**config.mk**
```make
export PLATFORM = sky130hd
export DESIGN_NAME = tsbb_ram
export DESIGN_NICKNAME = d
export VERILOG_FILES = /design/src/tsbb_ram.sv
export SDC_FILE = /design/constraint.sdc
export NUM_CORES = 2
export LEC_CHECK = 0
export BUFFER_PORTS_ARGS = -buffer_cell sky130_fd_sc_hd__buf_2
export CAP_MARGIN = 20
export CELL_PAD_IN_SITES_DETAIL_PLACEMENT = 0
export CELL_PAD_IN_SITES_GLOBAL_PLACEMENT = 1
export CORE_MARGIN = 2
export CORE_UTILIZATION = 47
export CTS_CLUSTER_SIZE = 10
export DETAILED_ROUTE_END_ITERATION = 10
export PLACE_DENSITY_LB_ADDON = 0.1
export SYNTH_ARGS = -nofsm -noshare
export SYNTH_HDL_FRONTEND = slang
export SYNTH_SLANG_ARGS = --single-unit
```
**constraint.sdc**
```tcl
create_clock -name clk -period 6.12 [get_ports clk]
set_input_delay 0.612 -clock clk [delete_from_list [all_inputs] [get_ports clk]]
set_output_delay 0.612 -clock clk [all_outputs]
set_load 0.01 [all_outputs]
```
**src/tsbb_ram.sv**
```systemverilog
// Generic single-write, single-read synchronous RAM with a registered read.
// Stand-alone; no package needed.
module tsbb_ram #(
  parameter int WIDTH = 64,
  parameter int DEPTH = 64
) (
  input  logic                     clk,
  input  logic                     we,
  input  logic [$clog2(DEPTH)-1:0] waddr,
  input  logic [WIDTH-1:0]         wdata,
  input  logic [$clog2(DEPTH)-1:0] raddr,
  output logic [WIDTH-1:0]         rdata
);

  logic [WIDTH-1:0] mem [DEPTH];

  always_ff @(posedge clk) begin
    if (we) begin
      mem[waddr] <= wdata;
    end
    rdata <= mem[raddr];
  end

endmodule

```
## Word-level counts from Yosys, hierarchy flattened

Memories as Yosys holds them, arrays and structs flattened. A register that Yosys moved wholly into a read port is not among the register bits.
Cells that the tools add are included.

- Multiplexer cells: 2

Operators by type and width:

| cell | number |
|---|---|
| 1-bit 2-to-1 mux | 2 |

- Register bits: 0
- RAM bits: 4096
- Input bits: 78
- Output and inout port bits: 64
- Logic and storage cells: 3
- Memories: 1

Memories:

| memory | words | width | read ports | clocked after Yosys merged registers in | wr ports | RTL line | source |
|---|---|---|---|---|---|---|---|
| mem | 64 | 64 | 1 | 1 | 1 | 15 | `logic [WIDTH-1:0] mem [DEPTH];` |

## Longest topological paths before layout

- Word-level depth: 2
- Depth in mapped cells: 9
- Mapped depth without buffers: 5

## Least setup slack after synthesis

Ideal clock, no wire load.

- Path kind: in2reg
- Start point: input waddr[3]
- End point: memory mem[48][0], enable pin
- Setup time: 564 ps
- Arrival: 5484 ps
- Data required time: 5556 ps
- Path slack: 72 ps
- Stages on the path: 4
- Path buffers: 1
- Cells stage by stage: clkbuf_1 > nor2b_1 > nand4b_1 > nor3_1

RTL lines:

| item | RTL line | source |
|---|---|---|
| from (decl) | 9 | `input logic [$clog2(DEPTH)-1:0] waddr,` |
| to (decl) | 15 |  |

No word-level cell before the write port.

==> results_dict.tcl <==
set metrics [dict create \
    wl_um 453500 \
    final_cell_mix "edfxtp_1, mux4_2, clkbuf_16" \
    critPathLaunchType "input port" \
    worstMarginPinSlew_ns 1.295 \
    initial_core_util_pct 47.26 \
    grt_overflow 0 \
    dr.pass1.iters 5 \
    io_buffers 141 \
    dieArea_mm2 0.3373 \
    grt_use_total_pct 26.81 \
    gp_congestion 0.7638 \
    final_common_cell "edfxtp_1" \
    status "complete, no violations" \
    maxCapViolCount 0 \
    postSynthRegisterBits 4160 \
    synthArstFlopShare_pct 0 \
    setup_tns_ns 0 \
    timing.final.max_slew_violations 0 \
    min_from "wdata[38]" \
    slew_headroom_pct 13.65 \
    worst-setup-path-type "in -> reg" \
    skew_ns 0.03024 \
    r2r_cells 5 \
    hold_path_depth 1 \
    rrSetupSlack_ns 3.87 \
    route.detailed.wl_per_inst_um 38.45 \
    route.vias.total 75290 \
    cp.required_ns 6.99 \
    fin_crit_ns 3.020 \
    cts_max_path_buffers 4 \
    cp_max_fo 47 \
    syn-cell-area_mm2 0.1563 \
    synth_cells 6598 \
    peakVddDrop_uv 269.3 \
    fmax_mhz 331.1 \
    min_to "mem[2][38]" \
    fin_nets 7195 \
    antenna_found_initial 39 \
    vias_per_cell 6.383 \
    regToRegEndpoint "rdata[40]" \
    synth.distinct_cells 33 \
    synth-warning-count 0 \
    clk_latency_ns 0.97 \
    cts_sinks 4160 \
    cts_max_level 5 \
    cts_tree "built" \
    root_buffer "clkbuf_16" \
    report.power.total_mw 59.20 \
    dp_hpwl_um 238200 \
    worstSetupEndpointType "register" \
    power.density_mw_per_mm2 333.1 \
    core_mm2 0.3308 \
    num_rows 211 \
    ys.flop_type "edfxtp_1" \
    syn-num-nets 6676 \
    power_leakage_nw 55.22 \
    holdWs_ns 0.01209 \
    die_h_um 580.8 \
    finalCritPeriodShare_pct 49.35 \
    finalHoldViolCount 0 \
    cts_resized 0 \
    grt_pass1_wl_um 625500 \
    cts_buffers 461 \
    drc_errors 0 \
    grt_pass1_vias 76230 \
    grt_max_degree 120 \
    clk_pin_slew_worst_paths_ns 0.06 \
    synth_edf_count 4096 \
    avgSynthCellArea_um2 23.70 \
    synth_seq_area_share_pct 79.49 \
    syn_to_final_growth_pct 13.65 \
    postRouteAntennaNets 0 \
    drt_iter0_markers 8839 \
    rsz0062_at_grt "no" \
    die_w_um 580.8 \
    r2r_start "mem[47][40]" \
    final_layout_size_suffix_gt1_share_pct 27.50 \
    setup-violations-final 0 \
    worstPathArrival_ns 3.89 \
    hold_path_class "in -> reg" \
    io_pins 142 \
]
## flip-flops by register name (all words and copies together) (netlist names)
name,count
mem,4096
rdata,64
## synthesized netlist by cell type (38+ instances only)
cell type	number	area share [%]
o22ai_1	83	0.33
nand2_1	58	0.14
mux2i_1	135	0.86
a22oi_1	168	0.81
nand3_1	45	0.14
a22o_1	88	0.49
nor2_1	112	0.27
edfxtp_1	4096	79
a211oi_1	63	0.30
mux4_2	1024	15
and3_1	64	0.26
clkbuf_1	140	0.34
o221ai_1	38	0.21
buf_2	170	0.54
dfxtp_1	64	0.82
## metal layers
metal / wire length [um] / up-vias / global-route usage, %
met2: 219300 / 3060 / 43.03
met4: 11460 / 4 / 6.933
li1: - / 29520 / -
met3: 30000 / 567 / 3.380
met5: 22 / - / 0
met1: 192700 / 42140 / 39.32
## final cells by class
type	instances	area, um2
Inverter	19	71.32
Clock inverter	21	252.7
Fill cell	25110	153100
Timing Repair Buffer	426	4001
Tap cell	4366	5463
Clock buffer	743	12800
Multi-Input combinational cell	2049	30780
Antenna cell	12	30.03
Sequential cell	4160	124300
## worst max-delay path, cell delays in order
cell,delay (ns)
buf_2,0.50
nor2b_4,0.29
buf_4,0.66
buf_4,0.85
a22oi_1,0.19
and3_1,0.30
a211oi_1,0.27
## metrics by stage
step	util, %	setup WS [ns]	instance area [um2]	std cells
2_1_floorplan	-	0.07201	156300	6598
3_3_place_gp	49.50	2.239	163800	10980
4_1_cts	53.48	3.264	176900	11740
5_1_grt	53.71	3.073	177700	11790
6_report	53.71	3.100	177700	11800
3_5_place_dp	49.53	2.191	163800	10980
## worst max path at each step
stage                         from    endpoint  slack (ns)  cells past startpoint
final                     raddr[3]   rdata[36]        3.10                      7
after CTS                 raddr[3]   rdata[36]        3.26                      7
after global placement    raddr[0]   rdata[22]        2.24                      8
after global routing      raddr[3]   rdata[36]        3.07                      7
after detailed placement  raddr[3]   rdata[36]        2.19                      7
after floorplan           waddr[3]  mem[48][0]        0.07                      4
## what timing repair did
| item | 4_1_cts | 5_1_grt |
|---|---|---|
| buffers inserted | 0 | 0 |
| setup endpoints to repair | 0 | 0 |
| hold buffers | 0 | 11 |
| endpoints found under the hold margin | 0 | 43 |
## where the power goes
part	total (mW)	internal [mW]	switching (mW)
combinational	2.76	1.03	1.73
clock	24.7	14.1	10.6
sequential	31.7	31.6	0.140
total	59.2	46.7	12.5
## logic make-up after synthesis
family | after synthesis | share of synthesized area, %
flops | 4160 | 79.49
buf+inv | 389 | 1.180
compound gates | 504 | 2.477
simple gates | 386 | 1.240
mux | 1159 | 15.61
(Power assumes the default switching activity.)
