==> src/tsbb_pkg.sv <==
// Shared widths, codes and reset values of the timestamped sample bracket buffer.
// Used by the register block and the top level; depends on nothing.
package tsbb_pkg;

  localparam int STAMP_W  = 63;
  localparam int COMP_W   = 16;
  localparam int QUAT_W   = 4 * COMP_W;
  localparam int WINDOW_W = 34;
  localparam int WPAD_W   = STAMP_W - WINDOW_W;

  localparam int APB_AW   = 4;
  localparam int APB_DW   = 64;

  // register index, taken from paddr[3] (8-byte register pitch)
  localparam logic REG_WINDOW = 1'b0;

  localparam logic OP_PUSH  = 1'b0;
  localparam logic OP_QUERY = 1'b1;

  localparam int MIN_KEEP = 2;

  localparam logic [WINDOW_W-1:0] WINDOW_RESET = 34'd500000000;

endpackage

==> src/tsbb_regs.sv <==
// APB-style configuration port holding the window register.
// Depends on tsbb_pkg.
module tsbb_regs (
  input  logic                            clk,
  input  logic                            rst,
  input  logic                            psel,
  input  logic                            penable,
  input  logic                            pwrite,
  input  logic [tsbb_pkg::APB_AW-1:0]     paddr,
  input  logic [tsbb_pkg::APB_DW-1:0]     pwdata,
  output logic [tsbb_pkg::APB_DW-1:0]     prdata,
  output logic                            pready,
  output logic [tsbb_pkg::WINDOW_W-1:0]   window
);

  logic wr;

  assign pready = 1'b1;
  assign wr     = psel && penable && pwrite && pready;

  always_ff @(posedge clk) begin
    if (rst) begin
      window <= tsbb_pkg::WINDOW_RESET;
    end else if (wr && (paddr[3] == tsbb_pkg::REG_WINDOW)) begin
      window <= pwdata[tsbb_pkg::WINDOW_W-1:0];
    end
  end

  // decode the read; unused address bits are ignored
  always_comb begin
    unique case (paddr[3])
      tsbb_pkg::REG_WINDOW:
        prdata = {{(tsbb_pkg::APB_DW - tsbb_pkg::WINDOW_W){1'b0}}, window};
      default: prdata = '0;
    endcase
  end

endmodule

==> config.mk <==
export PLATFORM = sky130hd
export DESIGN_NAME = tsbb_regs
export DESIGN_NICKNAME = d
export VERILOG_FILES = /design/src/tsbb_pkg.sv /design/src/tsbb_regs.sv
export SDC_FILE = /design/constraint.sdc
export NUM_CORES = 1
export LEC_CHECK = 0
export ABC_AREA = 1
export BUFFER_PORTS_ARGS = -buffer_cell sky130_fd_sc_hd__clkbuf_2
export CAP_MARGIN = 40
export CORE_MARGIN = 2
export CORE_UTILIZATION = 35
export CTS_BUF_LIST = sky130_fd_sc_hd__clkbuf_2
export DETAILED_ROUTE_END_ITERATION = 10
export PLACE_DENSITY_LB_ADDON = 0.1
export SLEW_MARGIN = 10
export SYNTH_ARGS = -nofsm -noshare
export SYNTH_HDL_FRONTEND = slang
export SYNTH_SLANG_ARGS = --single-unit
==> constraint.sdc <==
create_clock -name clk -period 0.9 [get_ports clk]
set_clock_uncertainty 0.2 [all_clocks]
set_input_delay 0.045 -clock clk [delete_from_list [all_inputs] [get_ports clk]]
set_output_delay 0.045 -clock clk [all_outputs]
set_load 0.03 [all_outputs]
# == Word-level counts from Yosys, hierarchy flattened ==
# Cells that the tools add are included.
# totals
register_bits,34
elab_cells,6
out_inout_bits,99
# classes
reduce_logical,3
muxes,1
bitwise_logic,1
# ops
cell,count
34-bit two-way mux,1
1-bit logical AND,3
1-bit NOT,1

# == Longest topological paths before layout ==
# logic_depth
depth_word,3
mapped_depth,7

# == Worst setup path before layout ==
# Ideal clock, no wire load.
# synth_timing
kind,reg-to-output
start,register window[0] (netlist bit)
end,output prdata[0] (netlist bit)
n_path_buf,0
required_ns,0.655
stages_incl_launch_ff,3
path_slack_ns,-0.323
arrival_ns,0.978
path_cell_list,dfxtp_1 inv_1 nor2_1
# synth_between
elab_chain_len,1
# synth_rtl
element,line_no,text
"start, declared",tsbb_regs.sv:13,output logic [tsbb_pkg::WINDOW_W-1:0] window
"start signal, assigned",tsbb_regs.sv:23,window <= tsbb_pkg::WINDOW_RESET;
"start signal, assigned",tsbb_regs.sv:25,window <= pwdata[tsbb_pkg::WINDOW_W-1:0];
34-bit two-way mux,tsbb_regs.sv:31,unique case (paddr[3])
"end, declared",tsbb_regs.sv:11,"output logic [tsbb_pkg::APB_DW-1:0] prdata,"
# Every way passes these cells.

# == Worst setup path after layout ==
# layout_timing
start,register window[26] (netlist bit)
end,output prdata[26] (netlist bit)
# The elaborated chain is that of the path after synthesis.

==> run metrics <==
run status complete, but fails checks; failing checks negative hold slack, negative setup slack; min-delay src rst; number of global-route vias before repair 2126; count of flip-flops with a built-in enable after synthesis 0; worst hold path class in2reg; dpl hpwl 3700 microns; grt total ovfl 0; Async SR Flop Fraction 0; CTS Hold Bufs 34; Routed Antenna Nets 0; Vias per Instance 4.25; Longest Clk Path Bufs 2; Finished Layout Cells 536; pin count of the biggest net entering global routing 35; Area Overhead vs Synth 116%; layout cell share with drive strength beyond 1 0.547; clk sinks 34; Synth Instances 303; critical path data required time 0.65 ns; Seq/Total Area, Yosys 0.353; most frequent cells after synthesis nor2_1, inv_1, nand2_1, dfxtp_1, nand3_1; Clk Latency, worst-skew pair 0.39 ns; ant diodes 0; final-stage net count 536; die height 78.2 microns; Total Die Area 6120 sq um; number of filler cells placed in the layout 391; crit-path max FO 3; H-tree depth 2; CTS tree done; crit path DAT 1.08 ns; YS warnings 0; Worst R2R Path Depth 4; input/output buffers 107; 1st-pass router iterations 4; row count 27; CP Class reg2out; cell with the most instances after synthesis nor2_1; registers with the most flip-flops window x34; Peak VDD IR 0.633 mV; Synth Register Bits 34; Avg Inst Size Synth 6.36 sq um; Inst Count DP 482; MaxCap Viol Count 0; post-route minimum period 1.32 ns; overall routing resource usage 0.207; First DRT Iteration DRCs 61; WL final 6720 microns; DR WL/cell 12.5 microns; setup tns final -23.60 ns; PwrDens 980 nW/um^2; Initial Utilization 0.357; fmax 0.756 GHz; hold endpoint window[24]; first-pass GRT wire length 10100 microns; final hold viol count 34; fin crit share 1.47; Clock Pin Slew Worst Setup and Hold Paths 0.19 ns; Die W 78.2 microns; synth unique cells 17; register-to-register setup slack -0.08 ns; number of buffers created by CTS 5; Leakage 2.03 nW; Area contributors post-synth dfxtp_1, nor2_1, buf_4; CP Capture Type output port; largest area contributor in the netlist dfxtp_1; worst setup margin -0.423 ns; Syn Std Cell Area 1930 sq um; # setup viols final 69; crit start category register; RSZ-0062 raised after global routing yes; DR DRC count 0; core area 5410 sq um; root cell of the clock tree clkbuf_2; final hold slack -0.0885 ns; Routability Congestion 0.719; Top reg by flops window; top-level port count 172; r2r startpoint window[7]; final core occ 0.772; max FFs per register 34; total number of vias 2279; Post-synth top flop dfxtp_1; Final Max Slew Viols 0; Synth top area share 0.353; initial antenna violation count 0; reg2reg end window[7]; hold depth 4
==> worst max-delay path by stage <==
| stage | startpoint | end | slack, ns |
|---|---|---|---|
| finish | window[26] | prdata[26] | -0.42 |
| CTS | window[8] | prdata[8] | -0.43 |
| floorplan | paddr[3] | window[13] | -0.02 |
| detailed placement | pwrite | window[10] | -0.20 |
| global placement | pwrite | window[14] | -0.17 |
| global route | window[27] | prdata[27] | -0.48 |
==> power breakdown <==
part	internal (mW)	switching [mW]	leakage, nW
logic	0.667	0.827	1.71
clock network	0.467	0.564	0.0352
registers	1.50	0.0676	0.292
total	2.63	1.46	2.03
==> layer usage <==
layer	vias to the layer above	track usage	wire (microns)
met3	11	0.0287	344
met5	-	0	0
met4	0	0.0579	93
met1	1032	0.224	2420
li1	1137	-	-
met2	99	0.413	3870
==> metrics by stage <==
step | total power [mW] | area (sq um) | hold WS (ns) | setup slack (ns)
after global routing | 4.27 | 4170 | -0.109 | -0.483
after CTS | 3.98 | 3950 | -0.115 | -0.428
after floorplan | 2.45 | 2450 | -0.0296 | -0.0168
after global placement | 2.63 | 2940 | 0.0559 | -0.173
final | 4.09 | 4170 | -0.0885 | -0.423
after detailed placement | 2.64 | 2940 | 0.0622 | -0.196
==> placed cells by master, fill, tap and decap left out <==
master and instances:
clkbuf_8 1, buf_4 10, bufinv_16 1, nor2_4 36, dlygate4sd3_1 34, nand3_1 34
buf_8 65, nand2_4 1, nand2_1 47, nor2_2 1, inv_4 3, nor2_1 40
conb_1 31, nor2_8 1, clkinvlp_4 2, clkbuf_2 43, inv_2 31, inv_1 23
nand2_2 2, buf_12 7, clkbuf_4 1, clkinv_1 1, buf_6 14, clkinv_4 1
dfxtp_4 34
==> logic make-up (layout without fill, tap and decap cells) <==
logic type             count (synthesis)  in the layout  share of synthesized area
DFF                                   34             34                      0.353
other                                  2             31                    0.00390
buffers and inverters                105            237                      0.287
and+or+nand+nor                      162            162                      0.356
==> critical path: stages (launching register included) <==
cell	delay (ns)
dfxtp_4	0.42
inv_4	0.04
nor2_4	0.10
buf_8	0.13
==> what timing repair did <==
item / in CTS / in global routing
buffers inserted: 1 / 11
pin swaps: 36 / 4
hold endpoints to repair: 34 / 34
resized for setup: 148 / 82
setup endpoints to repair: 69 / 70
==> layout make-up <==
| class | instances | area [sq um] | share of cell area |
|---|---|---|---|
| clock buffers | 5 | 25.0 | 0.00600 |
| clock inverters | 3 | 45.0 | 0.0108 |
| inverters | 59 | 234 | 0.0561 |
| multi-input cells | 193 | 1070 | 0.256 |
| flip-flops and latches | 34 | 808 | 0.194 |
| well taps | 72 | 90.1 | 0.0216 |
| repair buffers | 170 | 1900 | 0.456 |
No activity file was read; power rests on OpenSTA's default activity.
